**src/design/mrpt_mulmod.sv**
```systemverilog
`timescale 1ns / 1ps
module mrpt_mulmod #(
	parameter int W = 63
) (
	input logic clk,
	input logic arst_n,
	input logic start,
	input logic [W-1:0] x,
	input logic [W-1:0] y,
	input logic [W-1:0] m,
	output logic done,
	output logic [W-1:0] prod
);
	localparam int CW = $clog2(W + 1);

	logic [W-1:0] acc_q;
	logic [W-1:0] x_q;
	logic [W-1:0] y_q;
	logic [W-1:0] m_q;
	logic [CW-1:0] cnt_q;
	logic run_q;
	logic done_q;
	logic [W:0] dbl;
	logic [W-1:0] dbl_r;
	logic [W:0] add;
	logic [W-1:0] add_r;

	// One bit of y per cycle: double, then conditionally add x, both mod m.
	always_comb begin
		dbl = {acc_q, 1'b0};
		dbl_r = (dbl >= {1'b0, m_q}) ? W'(dbl - {1'b0, m_q}) : dbl[W-1:0];
		add = {1'b0, dbl_r} + {1'b0, x_q};
		add_r = (add >= {1'b0, m_q}) ? W'(add - {1'b0, m_q}) : add[W-1:0];
	end

	always_ff @(posedge clk or negedge arst_n) begin
		if (!arst_n) begin
			run_q <= 1'b0;
			done_q <= 1'b0;
			cnt_q <= '0;
		end else begin
			done_q <= 1'b0;
			if (start) begin
				run_q <= 1'b1;
				cnt_q <= CW'(W);
			end else if (run_q) begin
				cnt_q <= cnt_q - 1'b1;
				if (cnt_q == CW'(1)) begin
					run_q <= 1'b0;
					done_q <= 1'b1;
				end
			end
		end
	end

	always_ff @(posedge clk) begin
		if (start) begin
			acc_q <= '0;
			x_q <= x;
			y_q <= y;
			m_q <= m;
		end else if (run_q) begin
			acc_q <= y_q[W-1] ? add_r : dbl_r;
			y_q <= {y_q[W-2:0], 1'b0};
		end
	end

	assign done = done_q;
	assign prod = acc_q;
endmodule

```
**config.mk**
```make
export PLATFORM = sky130hd
export DESIGN_NAME = mrpt_mulmod
export DESIGN_NICKNAME = d
export VERILOG_FILES = /design/src/design/mrpt_mulmod.sv
export SDC_FILE = /design/constraint.sdc
export NUM_CORES = 1
export LEC_CHECK = 0
export BUFFER_PORTS_ARGS = -buffer_cell sky130_fd_sc_hd__buf_2
export CAP_MARGIN = 20
export CORE_ASPECT_RATIO = 1.25
export CORE_MARGIN = 2
export CORE_UTILIZATION = 50
export DETAILED_ROUTE_END_ITERATION = 7
export PLACE_DENSITY = 0.69
export SYNTH_ARGS = -nofsm -noshare
export SYNTH_HDL_FRONTEND = slang
export SYNTH_SLANG_ARGS = --single-unit
```
**constraint.sdc**
```tcl
create_clock -name clk -period 14.2 [get_ports clk]
set_input_delay 3.55 -clock clk [delete_from_list [all_inputs] [get_ports clk]]
set_output_delay 3.55 -clock clk [all_outputs]
set_load 0.01 [all_outputs]
```
# ---- Word level (Yosys, flattened, before mapping)
# Index checks and enable logic that the tools add are counted.
dict set report op_classes {
  addsub 4
  order_cmp 2
  eq_ne 1
  mux 13
  n_reduce_logical 1
}
# operator count
set op_table {}
lappend op_table {{$mux 63} 5}
lappend op_table {{$ge 64x63->1} 2}
lappend op_table {{$sub 63x63->63} 2}
lappend op_table {{$add 63x63->64} 1}
lappend op_table {{$mux 6} 2}
lappend op_table {{$eq 6x1->1 const B} 1}
lappend op_table {{$mux 1} 6}
lappend op_table {{$sub 6x1->6 const B} 1}
lappend op_table {{$reduce_bool 2->1} 1}
dict set report totals {
  ff_bits 260
  input_bits 192
  output_inout_bits 64
  wordCells 28
}

# ---- Depth between registers and ports, before layout
dict set report logic_depth {
  word_depth 6
  depth_mapped 41
  ltp_nobuf 35
}

# ---- Worst setup path before layout
# OpenSTA, ideal clock, no wires.
dict set report synth_timing {
  path_type {reg-to-reg}
  start {register m_q[0]}
  end {register acc_q[42], in the netlist prod[42]}
  setup_time_ps 114
  arrival_ps 7295
  required_time_ps 14086
  slack_ps 6791
  path_stages_with_launch 37
  path_buffers 4
  period_less_slack_ps 7409
  cell_sequence {edfxtp_1 inv_1 fa_1 a211oi_1 o21ai_0 o211ai_4 a2111oi_4 nor3_1 o21ai_2 a21o_1 buf_6 buf_6 mux2_1 ha_1 and3_1 a221o_1 a21oi_1 o22ai_2 o211ai_1 a21oi_1 a221o_1 a21oi_2 o21ai_0 xnor2_1 ha_1 clkbuf_1 a21oi_1 o21bai_1 a211oi_1 a211oi_1 a21oi_1 nand3_1 a31o_2 buf_2 mux2_2 mux2_2 a21o_1}
}
dict set report synth_between {
  elab_chain_cells 6
  elab_cells_between_ends 8
  classes_between {3 x add/sub; 2 x order compare; 3 x mux}
}
# item line_no
set synth_rtl {}
lappend synth_rtl {{start, declared} 19} ;# logic [W-1:0] m_q;
lappend synth_rtl {{start signal, assigned} 61} ;# m_q <= m;
lappend synth_rtl {{$sub 63x63->63 or $ge 64x63->1 (tied branches)} 31} ;# dbl_r = (dbl >= {1'b0, m_q}) ? W'(dbl - {1'b0, m_q}) : dbl[W-1:0];
lappend synth_rtl {{$mux 63} 31}
lappend synth_rtl {{$add 63x63->64} 32} ;# add = {1'b0, dbl_r} + {1'b0, x_q};
lappend synth_rtl {{$sub 63x63->63 or $ge 64x63->1 (tied branches)} 33} ;# add_r = (add >= {1'b0, m_q}) ? W'(add - {1'b0, m_q}) : add[W-1:0];
lappend synth_rtl {{$mux 63} 33}
lappend synth_rtl {{$mux 63 *} 63} ;# acc_q <= y_q[W-1] ? add_r : dbl_r;
lappend synth_rtl {{end signal, assigned} 63}
lappend synth_rtl {{end, declared} 16} ;# logic [W-1:0] acc_q;
# Every way passes the cells marked *; elsewhere a longest branch is shown, timed or not.
# A chain may end at the register's enable or synchronous reset.

# ---- Worst setup path in the final report
dict set report layout_timing {
  start {register m_q[9]}
  end {register acc_q[53], in the netlist prod[53]}
}
# The elaborated chain is that of the path after synthesis.

==> results.sh <==
export IMPL_syn_nets=2976
export IMPL_maxSlewHeadroom=0.237
export IMPL_yosysTopAreaCell="edfxtp_1"
export IMPL_root_buffer="clkbuf_16"
export IMPL_antenna_found_initial=1
export IMPL_routed_wl_met3_um=4290
export IMPL_cpPeakStageDelay_ns=0.86
export IMPL_cts_hold_buf=0
export IMPL_drv_slew=0
export IMPL_cp_endpoint="prod[53]"
export IMPL_n_fill_cell=4133
export IMPL_syn_to_final_growth_pct=11.9
export IMPL_fin_worst_skew_ns=0.0204
export IMPL_instances_no_fill=3365
export IMPL_die_width_um=193
export IMPL_drtIter0Drc=1510
export IMPL_synth_cells=2590
export IMPL_post_route_util=0.568
export IMPL_ant_nets=0
export IMPL_grt_max_degree=78
export IMPL_status="completed"
export IMPL_synth_edf_count=189
export IMPL_grt_pass1_wl_um=122000
export IMPL_slowest_stage="nor2_1"
export IMPL_r2r_setup_slack_ns=3.37
export IMPL_start_util=0.508
export IMPL_grt_usage=0.342
export IMPL_clk_latency_ns=0.60
export IMPL_period_share=0.763
export IMPL_cts_tree="built"
export IMPL_timing_fmax_mhz=92.3
export IMPL_cp_required_ns=14.71
export IMPL_cts_resized_gates=0
export IMPL_rsz0062_at_grt="false"
export IMPL_end_kind="register"
export IMPL_gp_congestion=1.03
export IMPL_synthTopCellsByArea="edfxtp_1, ha_1, a21oi_1"
export IMPL_dp_hpwl_um=65300
export IMPL_dp_cells=3307
export IMPL_hp_class="register to register"
export IMPL_ys_flop_type="edfxtp_1"
export IMPL_wl_met1_um=29000
export IMPL_drt_wl_total_um=82700
export IMPL_syn_area_per_cell_um2=8.65
export IMPL_coreArea_um2=44100
export IMPL_reg2regPathDepth=32
export IMPL_synthArstFlopShare=0.0308
export IMPL_cts_htree_levels=1
export IMPL_cts_sinks=260
export IMPL_setup_viol=0
export IMPL_grt_pass1_vias=20734
export IMPL_die_h_um=241
export IMPL_post_cts_buffers=0
export IMPL_die_area_um2=46500
export IMPL_ys_seq_area_frac=0.319
export IMPL_synth_top_cell_area_share=0.253
export IMPL_wl_per_cell_um=24.6
export IMPL_ios=256
export IMPL_crit_fanout=62
export IMPL_ys_ff_latch=260
export IMPL_worstMarginPinSlew_ns=1.14
export IMPL_io_buffers=255
export IMPL_ys_warn_count=0
export IMPL_worstSetupStartpoint="m_q[9]"
export IMPL_clkTransAtPathRegs_ns=0.06
export IMPL_dr_wl_met2_um=41900
export IMPL_cp_data_arrival_time_ns=11.34
export IMPL_cts_buffer_depth=3
export IMPL_drive_above_1_share=0.165
export IMPL_numCtsBuffers=30
export IMPL_worstSetupStartpointType="register"
export IMPL_final_setup_tns_ns=0
export IMPL_ys_types=102
export IMPL_r2r_start="m_q[9]"
export IMPL_firstDrtPassIters=7
export IMPL_grt_overflow=0
export IMPL_layout_nets=3154
export IMPL_final_hold_viol_count=0
export IMPL_drc=0
export IMPL_rows=86
export IMPL_fin_crit_ns=10.83
export IMPL_vias=21010
export IMPL_synth_cell_area_um2=22400
export IMPL_r2r_end="prod[53]"
export IMPL_viasPerCell=6.24
export IMPL_path_class="register to register"
export IMPL_highest_layer="met4"
export IMPL_drv_cap=0
[area by class of cell]
class | count | area (µm²) | share of cell area
diodes | 1 | 2.50 | 0.0000998
clock buffers | 35 | 831 | 0.0331
well taps | 572 | 716 | 0.0285
flip-flops and latches | 260 | 7140 | 0.285
multi-input cells | 2061 | 14200 | 0.567
inverters | 142 | 533 | 0.0213
clock inverters | 21 | 210 | 0.00838
repair buffers | 273 | 1420 | 0.0567
[per-stage QoR]
| stage | setup slack, ns | hold slack (ns) | area, µm² |
|---|---|---|---|
| 2_1_floorplan | 6.79 | 0.470 | 22400 |
| 3_3_place_gp | 3.97 | 0.491 | 24000 |
| 3_5_place_dp | 3.71 | 0.493 | 24000 |
| 4_1_cts | 3.68 | 0.505 | 25100 |
| 5_1_grt | 2.62 | 0.529 | 25100 |
| 6_report | 3.37 | 0.506 | 25100 |
[kinds of logic after synthesis]
kind of cell,Yosys count,synth area share
buffers and inverters,269,0.0476
adder cells (fa/ha/maj),194,0.109
AND/OR/NAND/NOR,708,0.145
flip-flops,260,0.319
multiplexers,95,0.0468
XOR/XNOR,177,0.0692
AO/OA/AOI/OAI,887,0.263
[cell usage in the layout (no fill, tap or decap), types with 11 or more instances in the layout]
cell       instances
or3_1             15
o21ai_0          163
a21o_1            79
inv_1            139
buf_2            254
and2_1            14
a21oi_1          268
o211ai_1          44
a221o_1           11
o21bai_1          51
a31oi_1           26
nor2b_1           18
xnor2_1          109
nand2b_1          24
nand3_1           39
a211o_1           15
mux2_2            75
mux2i_1           17
nor2_1           155
o21a_1            21
nor4_1            11
ha_1             191
and3_1            11
o21ai_1           31
nand4_1           63
a211oi_1          34
xor2_1            68
nor3_1            39
buf_4             17
clkbuf_16         31
edfxtp_1         189
dfxtp_1           63
nand2_1          290
[how the worst min path moves through the flow]
stage | start | end | slack [ns] | cells past startpoint
3_3_place_gp | prod[8] | prod[8] | 0.49 | 2
6_report | cnt_q[4] | done | 0.51 | 1
5_1_grt | prod[3] | prod[3] | 0.53 | 2
3_5_place_dp | prod[9] | prod[9] | 0.49 | 2
4_1_cts | prod[9] | prod[9] | 0.51 | 2
2_1_floorplan | cnt_q[4] | done | 0.47 | 1
[metal layers]
metal	vias to the layer above	GRT usage
li1	9970	-
met1	9976	0.358
met2	804	0.620
met3	260	0.0418
met4	0	0.283
met5	-	0
[registers in the layout (all words and copies together), names as in the netlist]
register	flops
m_q	63
prod	63
x_q	63
y_q	63
cnt_q	6
done	1
run_q	1
[cells in the mapped netlist, drive strengths merged (11+ instances only)]
master,count
a211o,15
a211oi,37
a21o,80
a21oi,272
a221o,11
a31oi,29
and2,14
and3,11
buf,34
clkbuf,93
dfxtp,63
edfxtp,189
ha,191
inv,141
mux2,78
mux2i,17
nand2,290
nand2b,24
nand3,39
nand4,63
nor2,158
nor2b,18
nor3,39
nor4,12
o211ai,45
o21a,21
o21ai,197
o21bai,51
o31ai,15
or3,15
xnor2,109
xor2,68
[worst max-delay path, delay by kind of cell, from the launching register on]
family | cells | cell delay (ns)
buffers and inverters | 2 | 0.73
AO/OA/AOI/OAI | 16 | 5.05
XOR/XNOR | 1 | 0.49
AND/OR/NAND/NOR | 10 | 2.77
flip-flops | 1 | 0.37
adder cells (fa/ha/maj) | 3 | 1.24
Power is left out: the tool's default activity adds up to more than one toggle a clock period on the data nets, which glitch-free logic cannot reach.
